## src/rtl/bsfn_pkg.sv

```systemverilog
// Shared constants, types and opcodes of the bitmap set with find-next search.
package bsfn_pkg;

   // Bitmap geometry
   localparam int SET_CAPACITY = 256;
   localparam int WORD_BITS    = 32;
   localparam int BIT_W        = $clog2(WORD_BITS);
   localparam int WORD_COUNT   = (SET_CAPACITY + WORD_BITS - 1) / WORD_BITS;
   localparam int WPTR_W       = (WORD_COUNT > 1) ? $clog2(WORD_COUNT) : 1;

   // Field widths
   localparam int OPC_W = 3;
   localparam int IDX_W = 9;
   localparam int CFG_W = 9;

   // Width that holds both the configured size and the capacity
   localparam int CNT_W  = $clog2(SET_CAPACITY + 1);
   localparam int CMP_W  = (CNT_W > CFG_W) ? CNT_W : CFG_W;
   localparam int WIDX_W = CMP_W - BIT_W;

   // Search result when nothing is found
   localparam logic [IDX_W-1:0] NONE_INDEX = {IDX_W{1'b1}};

   typedef logic [WORD_BITS-1:0] word_type;

   typedef enum logic [OPC_W-1:0] {
      OP_TEST      = 3'd0,
      OP_WRITE     = 3'd1,
      OP_CLEAR_ONE = 3'd2,
      OP_CLEAR_ALL = 3'd3,
      OP_FIND_NEXT = 3'd4
   } opcode_type;

   // Controller to datapath
   typedef struct packed {
      logic load;
      logic step;
   } dp_cmd_type;

   // Datapath to controller
   typedef struct packed {
      logic last;
   } dp_status_type;

endpackage

```

## src/rtl/bsfn_if.sv

```systemverilog
// Valid/ready channel interfaces for request and response items.
interface bsfn_req_if;
   import bsfn_pkg::*;

   logic                    valid;
   logic                    ready;
   logic [OPC_W-1:0]        opcode;
   logic signed [IDX_W-1:0] index;
   logic                    flag;

   modport source (output valid, output opcode, output index, output flag, input ready);
   modport sink   (input valid, input opcode, input index, input flag, output ready);
endinterface

interface bsfn_rsp_if;
   import bsfn_pkg::*;

   logic                    valid;
   logic                    ready;
   logic                    is_member;
   logic signed [IDX_W-1:0] next_index;

   modport source (output valid, output is_member, output next_index, input ready);
   modport sink   (input valid, input is_member, input next_index, output ready);
endinterface

```

## src/rtl/bsfn_datapath.sv

```systemverilog
// Datapath: membership words, size register, word scanner and result register.
module bsfn_datapath (
   input  logic                             clock,
   input  logic                             reset,
   input  logic                             csr_wr_en,
   input  logic [bsfn_pkg::CFG_W-1:0]       csr_wr_data,
   input  logic [bsfn_pkg::OPC_W-1:0]       req_opcode,
   input  logic signed [bsfn_pkg::IDX_W-1:0] req_index,
   input  logic                             req_flag,
   input  bsfn_pkg::dp_cmd_type             cmd,
   output bsfn_pkg::dp_status_type          status,
   output logic                             rsp_is_member,
   output logic signed [bsfn_pkg::IDX_W-1:0] rsp_next_index
);
   import bsfn_pkg::*;

   word_type             bits_ff [WORD_COUNT];
   logic [CFG_W-1:0]     active_size_ff;
   logic [OPC_W-1:0]     op_ff;
   logic                 flag_ff;
   logic [CMP_W-1:0]     pos_ff;
   logic                 in_range_ff;
   logic                 empty_ff;
   logic [WPTR_W-1:0]    word_ptr_ff;
   logic                 rsp_is_member_ff;
   logic [IDX_W-1:0]     rsp_next_index_ff;

   logic [CMP_W-1:0]     size_eff;
   logic [CMP_W-1:0]     size_m1;
   logic [WIDX_W-1:0]    size_word;
   logic [BIT_W-1:0]     size_bit;
   logic [WIDX_W-1:0]    last_word;

   logic                 idx_neg;
   logic [CMP_W-1:0]     idx_u;
   logic [CMP_W-1:0]     start;
   logic [CMP_W-1:0]     pos_in;
   logic                 in_range_in;
   logic                 empty_in;
   logic [WPTR_W-1:0]    word_ptr_in;

   word_type             cur_word;
   word_type             hi_mask;
   word_type             lo_mask;
   word_type             cand;
   word_type             new_word;
   logic [WIDX_W-1:0]    ptr_ext;
   logic                 hit;
   logic                 at_last;
   logic [BIT_W-1:0]     enc;
   logic [CMP_W-1:0]     found_full;
   logic                 wr_en;
   logic                 member_in;
   logic [IDX_W-1:0]     next_in;

   // Effective size, capped at the capacity
   always_comb begin
      if (CMP_W'(active_size_ff) > CMP_W'(SET_CAPACITY)) begin
         size_eff = CMP_W'(SET_CAPACITY);
      end else begin
         size_eff = CMP_W'(active_size_ff);
      end
      size_m1   = size_eff - CMP_W'(1);
      size_word = size_eff[CMP_W-1:BIT_W];
      size_bit  = size_eff[BIT_W-1:0];
      last_word = size_m1[CMP_W-1:BIT_W];
   end

   // Decode the incoming item for the load
   always_comb begin
      idx_neg     = req_index[IDX_W-1];
      idx_u       = CMP_W'(req_index[IDX_W-2:0]);
      start       = idx_neg ? '0 : idx_u + CMP_W'(1);
      in_range_in = !idx_neg && (idx_u < size_eff);
      if (req_opcode == OP_FIND_NEXT) begin
         pos_in = start;
      end else begin
         pos_in = idx_u;
      end
      if (req_opcode == OP_CLEAR_ALL) begin
         empty_in    = (size_eff == '0);
         word_ptr_in = '0;
      end else begin
         empty_in    = (start >= size_eff);
         word_ptr_in = pos_in[WPTR_W+BIT_W-1:BIT_W];
      end
   end

   // Masks and lowest set bit of the current word
   always_comb begin
      cur_word = bits_ff[word_ptr_ff];
      ptr_ext  = WIDX_W'(word_ptr_ff);
      if (ptr_ext < size_word) begin
         hi_mask = '1;
      end else if (ptr_ext == size_word) begin
         hi_mask = (word_type'(1) << size_bit) - word_type'(1);
      end else begin
         hi_mask = '0;
      end
      if (ptr_ext == pos_ff[CMP_W-1:BIT_W]) begin
         lo_mask = {WORD_BITS{1'b1}} << pos_ff[BIT_W-1:0];
      end else begin
         lo_mask = '1;
      end
      cand    = cur_word & lo_mask & hi_mask;
      hit     = !empty_ff && (|cand);
      at_last = (ptr_ext == last_word);
      enc     = '0;
      for (int b = WORD_BITS - 1; b >= 0; b--) begin
         if (cand[b]) begin
            enc = BIT_W'(b);
         end
      end
      found_full = CMP_W'({word_ptr_ff, enc});
   end

   // Per-opcode action for one step
   always_comb begin
      status.last = 1'b1;
      wr_en       = 1'b0;
      new_word    = cur_word;
      member_in   = 1'b0;
      next_in     = NONE_INDEX;
      unique case (op_ff)
         OP_TEST: begin
            member_in = in_range_ff && cur_word[pos_ff[BIT_W-1:0]];
         end
         OP_WRITE: begin
            wr_en = in_range_ff;
            new_word[pos_ff[BIT_W-1:0]] = flag_ff;
         end
         OP_CLEAR_ONE: begin
            wr_en = in_range_ff;
            new_word[pos_ff[BIT_W-1:0]] = 1'b0;
         end
         OP_CLEAR_ALL: begin
            status.last = empty_ff || at_last;
            wr_en       = !empty_ff;
            new_word    = cur_word & ~hi_mask;
         end
         OP_FIND_NEXT: begin
            status.last = empty_ff || hit || at_last;
            if (hit) begin
               next_in = found_full[IDX_W-1:0];
            end
         end
         default: begin
         end
      endcase
   end

   // Hold size, item context, bitmap and result
   always_ff @(posedge clock) begin
      if (reset) begin
         active_size_ff <= '0;
         for (int w = 0; w < WORD_COUNT; w++) begin
            bits_ff[w] <= '0;
         end
      end else begin
         if (csr_wr_en) begin
            active_size_ff <= csr_wr_data;
         end
         if (cmd.step && wr_en) begin
            bits_ff[word_ptr_ff] <= new_word;
         end
      end
   end

   always_ff @(posedge clock) begin
      if (cmd.load) begin
         op_ff       <= req_opcode;
         flag_ff     <= req_flag;
         pos_ff      <= pos_in;
         in_range_ff <= in_range_in;
         empty_ff    <= empty_in;
         word_ptr_ff <= word_ptr_in;
      end else if (cmd.step) begin
         word_ptr_ff <= word_ptr_ff + WPTR_W'(1);
      end
      if (cmd.step && status.last) begin
         rsp_is_member_ff  <= member_in;
         rsp_next_index_ff <= next_in;
      end
   end

   assign rsp_is_member  = rsp_is_member_ff;
   assign rsp_next_index = rsp_next_index_ff;

endmodule

```

## src/rtl/bsfn_ctrl.sv

```systemverilog
// Controller: accepts an item, steps the datapath and hands over the result.
module bsfn_ctrl (
   input  logic                    clock,
   input  logic                    reset,
   input  logic                    req_valid,
   output logic                    req_ready,
   output logic                    rsp_valid,
   input  logic                    rsp_ready,
   input  bsfn_pkg::dp_status_type status,
   output bsfn_pkg::dp_cmd_type    cmd
);
   import bsfn_pkg::*;

   typedef enum logic {
      ST_IDLE,
      ST_BUSY
   } state_type;

   state_type state_ff;
   logic      rsp_valid_ff;
   logic      out_free;

   // Issue load and step commands
   always_comb begin
      req_ready = (state_ff == ST_IDLE);
      out_free  = !rsp_valid_ff || rsp_ready;
      cmd.load  = req_valid && req_ready;
      cmd.step  = (state_ff == ST_BUSY) && (!status.last || out_free);
   end

   // Advance state, hold the result valid until taken
   always_ff @(posedge clock) begin
      if (reset) begin
         state_ff     <= ST_IDLE;
         rsp_valid_ff <= 1'b0;
      end else begin
         if (cmd.step && status.last) begin
            rsp_valid_ff <= 1'b1;
         end else if (rsp_ready) begin
            rsp_valid_ff <= 1'b0;
         end
         unique case (state_ff)
            ST_IDLE: begin
               if (cmd.load) begin
                  state_ff <= ST_BUSY;
               end
            end
            ST_BUSY: begin
               if (cmd.step && status.last) begin
                  state_ff <= ST_IDLE;
               end
            end
            default: begin
               state_ff <= ST_IDLE;
            end
         endcase
      end
   end

   assign rsp_valid = rsp_valid_ff;

endmodule

```

## src/rtl/bitmap_set_find_next_core.sv

```systemverilog
// Top level of the bitmap set with find-next search.
// A set of up to 256 small integers kept as membership words of 32 bits, all
// cleared by reset. csr_wr_data sets the active size; indices at or above it
// are out of range. Each request item tests, writes or clears one member,
// clears all members below the size, or finds the first member after index
// (-1 starts at 0); every item returns one response item. Timing: an item
// can be taken in the cycle after the previous response is registered, then
// the datapath steps once per 32-bit word, the final step waiting while the
// previous response is still uncollected. Test, write and clear one load and
// take one step; clear all steps through each word up to the size, and takes
// one step at size zero; find next steps through the words from the start
// word up to the hit or the last word in range (one step when the search
// start is already out of range). The single read port on the membership
// words means one word is read per step. The response sits in an output
// register and a request can be taken while it waits to be collected.
module bitmap_set_find_next_core (
   input  logic                       clock,
   input  logic                       reset,
   input  logic                       csr_wr_en,
   input  logic [bsfn_pkg::CFG_W-1:0] csr_wr_data,
   bsfn_req_if.sink                   req_chan,
   bsfn_rsp_if.source                 rsp_chan
);
   import bsfn_pkg::*;

   dp_cmd_type    cmd;
   dp_status_type status;
   logic          req_ready;
   logic          rsp_valid;

   bsfn_ctrl u_ctrl (
      .clock     (clock),
      .reset     (reset),
      .req_valid (req_chan.valid),
      .req_ready (req_ready),
      .rsp_valid (rsp_valid),
      .rsp_ready (rsp_chan.ready),
      .status    (status),
      .cmd       (cmd)
   );

   bsfn_datapath u_datapath (
      .clock          (clock),
      .reset          (reset),
      .csr_wr_en      (csr_wr_en),
      .csr_wr_data    (csr_wr_data),
      .req_opcode     (req_chan.opcode),
      .req_index      (req_chan.index),
      .req_flag       (req_chan.flag),
      .cmd            (cmd),
      .status         (status),
      .rsp_is_member  (rsp_chan.is_member),
      .rsp_next_index (rsp_chan.next_index)
   );

   assign req_chan.ready = req_ready;
   assign rsp_chan.valid = rsp_valid;

endmodule

```

## src/flat_wrapper.sv

```systemverilog
// flat-port wrapper written by rule: the top's interface ports become plain ports
module bitmap_set_find_next_core_flat import bsfn_pkg::*;
  (clock, reset, csr_wr_en, csr_wr_data, req_chan_valid, req_chan_opcode, req_chan_index, req_chan_flag, req_chan_ready, rsp_chan_valid, rsp_chan_is_member, rsp_chan_next_index, rsp_chan_ready);
  bsfn_req_if req_chan_i ();
  bsfn_rsp_if rsp_chan_i ();
  input  logic clock;
  input  logic reset;
  input  logic csr_wr_en;
  input  logic [bsfn_pkg::CFG_W-1:0] csr_wr_data;
  input wire logic [$bits(req_chan_i.valid)-1:0] req_chan_valid;
  input wire logic [$bits(req_chan_i.opcode)-1:0] req_chan_opcode;
  input wire logic [$bits(req_chan_i.index)-1:0] req_chan_index;
  input wire logic [$bits(req_chan_i.flag)-1:0] req_chan_flag;
  output wire logic [$bits(req_chan_i.ready)-1:0] req_chan_ready;
  output wire logic [$bits(rsp_chan_i.valid)-1:0] rsp_chan_valid;
  output wire logic [$bits(rsp_chan_i.is_member)-1:0] rsp_chan_is_member;
  output wire logic [$bits(rsp_chan_i.next_index)-1:0] rsp_chan_next_index;
  input wire logic [$bits(rsp_chan_i.ready)-1:0] rsp_chan_ready;
  assign req_chan_i.valid = req_chan_valid;
  assign req_chan_i.opcode = req_chan_opcode;
  assign req_chan_i.index = req_chan_index;
  assign req_chan_i.flag = req_chan_flag;
  assign req_chan_ready = req_chan_i.ready;
  assign rsp_chan_valid = rsp_chan_i.valid;
  assign rsp_chan_is_member = rsp_chan_i.is_member;
  assign rsp_chan_next_index = rsp_chan_i.next_index;
  assign rsp_chan_i.ready = rsp_chan_ready;
  bitmap_set_find_next_core u_core (.clock(clock), .reset(reset), .csr_wr_en(csr_wr_en), .csr_wr_data(csr_wr_data), .req_chan(req_chan_i), .rsp_chan(rsp_chan_i));
endmodule
```

## config.mk

```make
export PLATFORM = sky130hd
export DESIGN_NAME = bitmap_set_find_next_core_flat
export DESIGN_NICKNAME = d
export VERILOG_FILES = /design/src/rtl/bsfn_pkg.sv /design/src/rtl/bsfn_if.sv /design/src/rtl/bsfn_datapath.sv /design/src/rtl/bsfn_ctrl.sv /design/src/rtl/bitmap_set_find_next_core.sv /design/src/flat_wrapper.sv
export SDC_FILE = /design/constraint.sdc
export NUM_CORES = 1
export LEC_CHECK = 0
export BUFFER_PORTS_ARGS = -buffer_cell sky130_fd_sc_hd__buf_2
export CAP_MARGIN = 0
export CELL_PAD_IN_SITES_DETAIL_PLACEMENT = 2
export CELL_PAD_IN_SITES_GLOBAL_PLACEMENT = 2
export CORE_MARGIN = 5
export CORE_UTILIZATION = 45
export DETAILED_ROUTE_END_ITERATION = 10
export PLACE_DENSITY = 0.83
export SLEW_MARGIN = 5
export SYNTH_ARGS = -nofsm -noshare
export SYNTH_HDL_FRONTEND = slang
export SYNTH_SLANG_ARGS = --single-unit
```

## constraint.sdc

```tcl
create_clock -name clock -period 6.3 [get_ports clock]
set_clock_uncertainty 0.2 [all_clocks]
set_input_delay 0.945 -clock clock [delete_from_list [all_inputs] [get_ports clock]]
set_output_delay 0.945 -clock clock [all_outputs]
set_load 0.01 [all_outputs]
```

[Word-level counts from Yosys, hierarchy flattened]
Memories as Yosys holds them, arrays and structs flattened. A register that Yosys moved wholly into a read port is not among the register bits.
Cells that the tools add are included.
Cells by class
  mux-type cells: 65
  magnitude comparators: 6
  bitwise logic cells: 7
  shift operators: 2
  equal/unequal tests: 9
  reduce and logical (&&, ||, !) cells: 25
  add/subtract/negate cells: 4
Operators by type and width (number)
  2-to-1 mux 5 bit: 32
  AND 32 bit: 4
  2-to-1 mux 32 bit: 4
  case mux 32 bit (3 select lines): 1
  NOT 32 bit: 2
  OR reduction 32 bit: 2
  bitwise mux 32 bit: 1
  left shift 1 x 5 -> 32 bit, first input constant: 1
  left shift 32 x 5 -> 32 bit, first input constant: 1
  subtractor 32 x 1 -> 32 bit, second input constant: 1
  2-to-1 mux 9 bit: 3
  2-to-1 mux 3 bit: 5
  2-to-1 mux 1 bit: 13
  equality test 3 x 4 -> 1 bit: 3
  adder 8 x 1 -> 9 bit, second input constant: 1
  equality test 3 x 2 -> 1 bit, second input constant: 3
  greater-or-equal comparator 9 bit: 1
  greater-than comparator 9 bit, second input constant: 1
  logical NOT 9 bit: 1
  < comparator 8 x 9 -> 1 bit: 1
  subtractor 9 x 1 -> 9 bit, second input constant: 1
  logical AND 1 bit: 8
  2-to-1 mux 8 bit: 1
  equality test 3 bit, second input constant: 2
  15 further kinds: 25
Word-level totals
  flip-flop bits (word level): 39
  RAM bits: 256
  input bits: 27
  output and inout bits: 12
  word-level logic and storage cells: 132
  memories kept: 1
Memories
  u_core.u_datapath.bits_ff: depth 8, width 32, rd ports 1, clocked after memory_dff 1, wr ports 8, line bsfn_datapath.sv:17  | word_type bits_ff [WORD_COUNT];

[Longest topological paths before layout]
  depth in word-level cells: 40
  gate-level depth with buffers: 16
  mapped depth without buffers: 13

[Cells and area by module]
From an unflattened synthesis, not the netlist that was laid out.
Second synthesis, totals
  cells, all modules: 1512
  area, all modules: 16868.7 sq um
By module, submodules not included
  bsfn_datapath: instances 1, cells an instance 1501, area each 16764.8 sq um
  bsfn_ctrl: instances 1, cells an instance 11, area each 103.8 sq um

[Worst setup path after synthesis]
Ideal clock, no wire load.
  path type: register -> register
  start: reg u_core.u_datapath.active_size_ff[2]
  end: mem u_core.u_datapath.bits_ff[2][0] in the netlist's numbering, enable pin
  arrival time: 3.363 ns
  stages on the path, launching flop included: 12
  setup time: 0.394 ns
  slack: 2.343 ns
  period minus slack after synthesis: 3.957 ns
  path through: dfxtp_1 > buf_6 > nor3_4 > a31oi_4 > or3_4 > a21o_1 > a22o_1 > a211oi_2 > o21ai_2 > or4b_1 > buf_2 > nand2b_1
RTL lines
  start, declared: line bsfn_datapath.sv:18  | logic [CFG_W-1:0] active_size_ff;
  start signal, assigned: line bsfn_datapath.sv:161  | active_size_ff <= csr_wr_data;
  end, declared: line bsfn_datapath.sv:17

[Worst setup path after layout]
  start: reg u_core.u_datapath.active_size_ff[2]
  end: reg u_core.u_datapath.rsp_next_index_ff[4], in the netlist u_core.u_datapath.rsp_next_index[4], enable pin
Between the ends
  longest elaborated chain between the ends: 16
  elaborated cells between the ends (all ways): 21
  those cells by class: 2 x add/sub; 2 x order compare; 2 x eq/ne; 1 x shift; 4 x mux; 1 x bitwise; 9 x reduce/logical
RTL lines
  greater-than comparator 9 bit: line bsfn_datapath.sv:58  | if (CMP_W'(active_size_ff) > CMP_W'(SET_CAPACITY)) begin
  2-to-1 mux 9 bit *: line bsfn_datapath.sv:58
  left shift 1 x 5 -> 32 bit: line bsfn_datapath.sv:96  | hi_mask = (word_type'(1) << size_bit) - word_type'(1);
  subtractor 32 x 1 -> 32 bit: line bsfn_datapath.sv:96
  2-to-1 mux 32 bit: line bsfn_datapath.sv:95  | end else if (ptr_ext == size_word) begin
  2-to-1 mux 32 bit: line bsfn_datapath.sv:93  | if (ptr_ext < size_word) begin
  AND 32 bit: line bsfn_datapath.sv:105  | cand = cur_word & lo_mask & hi_mask;
  OR reduction 32 bit: line bsfn_datapath.sv:106  | hit = !empty_ff && (|cand);
  logical AND 1 bit: line bsfn_datapath.sv:106
  logical OR 1 bit (2 in a row): line bsfn_datapath.sv:142  | status.last = empty_ff || hit || at_last;
  case mux 1 bit (2 select lines) *: line bsfn_datapath.sv:124  | unique case (op_ff)
  logical NOT 1 bit: line bsfn_ctrl.sv:28  | cmd.step = (state_ff == ST_BUSY) && (!status.last || out_free);
  logical OR 1 bit: line bsfn_ctrl.sv:28
  logical AND 1 bit: line bsfn_ctrl.sv:28
  logical AND 1 bit *: line bsfn_datapath.sv:180  | if (cmd.step && status.last) begin
  end signal, assigned: line bsfn_datapath.sv:182  | rsp_next_index_ff <= next_in;
  end, declared: line bsfn_datapath.sv:26  | logic [IDX_W-1:0] rsp_next_index_ff;
Every way passes the cells marked *; elsewhere a longest branch is shown, timed or not.
A chain may end at the register's enable or synchronous reset.

==> impl_results.md <==
- Critical path arrival: 5.25 ns
- Mapped Cells: 1494
- PortBufs: 38
- #FFs+latches synth: around 300
- Setup slack, reg-to-reg: ~1.1 ns
- Kind of critical path: register to register
- Wire per inst: 33.0 um
- Avg Cell Area, Syn: 11.2 um^2
- Die Footprint: approximately 41000 um^2
- Core area: 36700 um^2
- Layout cells sized above 1: 0.168
- Area fraction in and, or, nand and nor cells after synthesis: 0.162
- Mapped cell area: between 15000 and 20000 um^2
- CP Max Fanout: 28
- Setup tns final: 0 ns
- CTS H-tree lvls: 2
- Reg2Reg Launch Point: u_core.u_datapath.active_size_ff[2]
- Drt via density: around 6.7
- Design area: 18500 um^2
- Synth cell types: 85
- Number of global-route vias before repair: ~14000
- Crit-path slowest cell: dfxtp_1
- Io pins: 39
- Detailed Route Iter0 Violations: 1371
- CP endpoint: u_core.u_datapath.rsp_next_index[4]
- CP Launch Type: register
- Initial Utilization: 0.457
- XOR/XNOR Fraction of Synth Area: 0.00679
- Adder-Cell Fraction of Synth Area: 0.0164
- Ys flop type: edfxtp_1
- Die X: just over 200 um
- Max Cap Viol: 0
- Chip Height: 203 um
- Cell Area, Placed: about 17000 um^2
- Seq/Total Area, Yosys: 0.525
- Part of the cycle the worst path needs: 0.826
- Setup bufs post-CTS: 0
- Cts repair resizes: 0
- DRC Markers: 0
- CP endpoint kind: register
- Post-route non-filler standard cell count: 1990
- CTS tree: built
- Final setup vio count: 0
- Req. time, crit path: roughly 6.4 ns
- Crit-path cells: nor3_4 > a31oi_4 > ha_1 > inv_1 > a31oi_1 > mux2i_1 > a221o_1 > o211a_1 > nand4_1 > nor4_4 > o21ai_1 > and3_1
- Clock buffer count from CTS: 36
- Final core utilization: 0.503
- Cts hold-fix bufs: 0
- Async set-reset flop share out of synthesis: 0
- Max incr delay on CP: 0.89 ns
- Worst-Margin Slew: around 1.3 ns
- P&R area growth vs syn: 10.1%
- Clock-pin slew on the worst setup and hold paths: 0.06 ns
- Maximum number of pins on one net before global-route repair: 42
- Status: completed
- Achievable Freq: 0.192 GHz
- DR pass1 iterations: 5
- Post-Place Setup Slack: 1.31 ns
- Vias: approximately 13000
- R2R cell count: 12
- GRT Total Usage: 0.317
- Hold path depth: 1
- Fin. Hold Viols: 0
- CTS max path bufs: 3
- Compound-Gate Fraction of Synth Area: 0.120
- Clk_lat worst skew: 0.57 ns
- Peak VDD IR: 0.213 mV
- GRT Residual Overflow: 0
- PwrDens: 344 nW/um^2
- RSZ-0062 raised after global routing: no
- Fin nets: ~1500
- Final min period: 5.20 ns
- GP Congestion: 0.932
- Placed Instances: slightly below 2000
- Post-DRT Antenna Nets: 0
- Mux cell area share after synthesis: 0.132
- FILL cells: 3614
- Yosys warning total: 0
- Initial antenna violation count: 1
- Final Max Slew Viols: 0
- First-pass GRT wire length: between 90000 and 100000 um
- Tightest Hold Check Type: primary input to register
- Dpl hpwl: 42500 um
- Rows: 70
- WL final: 65700 um
- Clk sinks: 298
- LEAKAGE: 0.00647 uW
- Largest family of logic cells by synthesized area: simple AND/OR/NAND/NOR gates
- Crit path launch: u_core.u_datapath.active_size_ff[2]
- Clk root buf: clkbuf_16
- Post-synth EDFFs: 284
- # diodes: 0
- Slew HR: 0.165
- Fin worst setup slack: 1.10 ns
- End of the worst register-to-register path: u_core.u_datapath.rsp_next_index[4]
- Syn_nets: around 1500
-- layout by cell type, fill, tap and decap left out, drive strengths merged, types with 7 or more instances in the layout --
cell type  instances
nor2             342
edfxtp           284
nand2             86
a21oi             85
buf               75
o21ai             71
mux4              70
mux2i             48
clkbuf            46
nand2b            30
a21o              23
nand3             22
ha                22
inv               18
or3               17
a31oi             15
clkinv            15
o211ai            14
mux2              14
dfxtp             14
or2               13
nor3              13
nor4              12
o31ai             11
nor2b             10
a22o              10
and3               8
xor2               8
a211oi             8
nor3b              7
-- cell usage after synthesis, drive strengths merged (4+ instances only) --
master	count	area (um^2)
a221oi	6	52.6
o22a	4	35.0
or4b	5	57.6
buf	46	310
nor2b	10	62.6
mux4	70	1580
a31oi	15	109
a211oi	8	70.1
a22o	10	87.6
ha	22	275
a211o	4	35.0
nor4	12	105
nand2b	30	188
nor3b	7	57.6
nand4	4	25.0
xnor2	5	43.8
a221o	6	60.1
xor2	8	70.1
a22oi	6	45.0
nand2	86	323
clkbuf	66	248
nor2	342	1290
or2	13	81.3
o31a	5	45.0
and2	4	25.0
a21oi	85	425
mux2	14	158
mux2i	48	480
o211ai	14	105
a21o	23	173
o31ai	11	87.6
or3	17	111
o211a	4	40.0
edfxtp	284	8530
o21a	5	37.5
dfxtp	14	280
inv	18	67.6
and3	8	50.1
o21ai	71	359
or4	6	45.0
nor3	13	76.3
nand3	22	110
-- worst min path at each step --
stage	start	end	slack (ns)
after floorplan	u_core.u_ctrl.state_ff	u_core.u_ctrl.state_ff	0.33
after global placement	u_core.u_ctrl.state_ff	u_core.u_ctrl.state_ff	0.37
after detailed placement	u_core.u_ctrl.state_ff	u_core.u_ctrl.state_ff	0.39
after CTS	req_chan_opcode[0]	u_core.u_datapath.op_ff[0]	0.36
after global routing	req_chan_flag	u_core.u_datapath.flag_ff	0.37
final	req_chan_flag	u_core.u_datapath.flag_ff	0.38
-- cells by family after synthesis --
logic type               count (synthesis)
AND/OR/NAND/NOR                        591
AO/OA/AOI/OAI                          305
flip-flops                             298
buffers and inverters                  133
multiplexers                           132
adder cells (fa/ha/maj)                 22
XOR/XNOR                                13
-- worst max-delay path, delay by kind of cell (launching register included) --
family,cells,cell delay (ns)
AOI/OAI and AO/OA,5,1.24
adders and majority gates,1,0.68
buffers and inverters,1,0.21
DFF,1,0.89
muxes,1,0.47
and+or+nand+nor,4,1.20
-- layout make-up --
type                            count  area (um^2)  area share
Clock buffer                       46          960      0.0519
Tap cell                          468          586      0.0317
Clock inverter                     19          193      0.0104
Timing Repair Buffer               75          468      0.0253
Multi-Input combinational cell   1063         7370       0.399
Inverter                           21         78.8     0.00427
Sequential cell                   298         8820       0.477
-- where the power goes --
group          leakage, uW  switching (uW)  total, uW  internal, uW
combinational      0.00292            1200       1860           663
clock             0.000544             898       2070          1170
sequential         0.00301             155       2410          2260
-- per-layer routing --
metal / global-route usage / wire length, um / share of wire
met4: 0.143 / 3210 / 0.049
met3: 0.0502 / 4620 / 0.070
met2: 0.523 / 31700 / 0.48
met1: 0.415 / 26200 / 0.40
met5: 0 / 7 / 0.00011
-- through the flow --
step	hold WS (ns)	power (uW)
2_1_floorplan	0.329	3630
3_3_place_gp	0.374	4170
3_5_place_dp	0.389	4250
4_1_cts	0.362	6340
5_1_grt	0.365	6580
6_report	0.385	6350
-- state kept, by name, summed over array words and instances, names as in the netlist, named ones only --
name                              flops
u_core.u_datapath.bits_ff           256
u_core.u_datapath.active_size_ff      9
u_core.u_datapath.pos_ff              9
u_core.u_datapath.rsp_next_index      9
u_core.u_datapath.op_ff               3
u_core.u_datapath.word_ptr_ff         3
u_core.u_ctrl.rsp_valid               1
u_core.u_ctrl.state_ff                1
u_core.u_datapath.empty_ff            1
u_core.u_datapath.flag_ff             1
u_core.u_datapath.in_range_ff         1
u_core.u_datapath.rsp_is_member       1
Note: power is estimated with default switching activity, not from simulation.
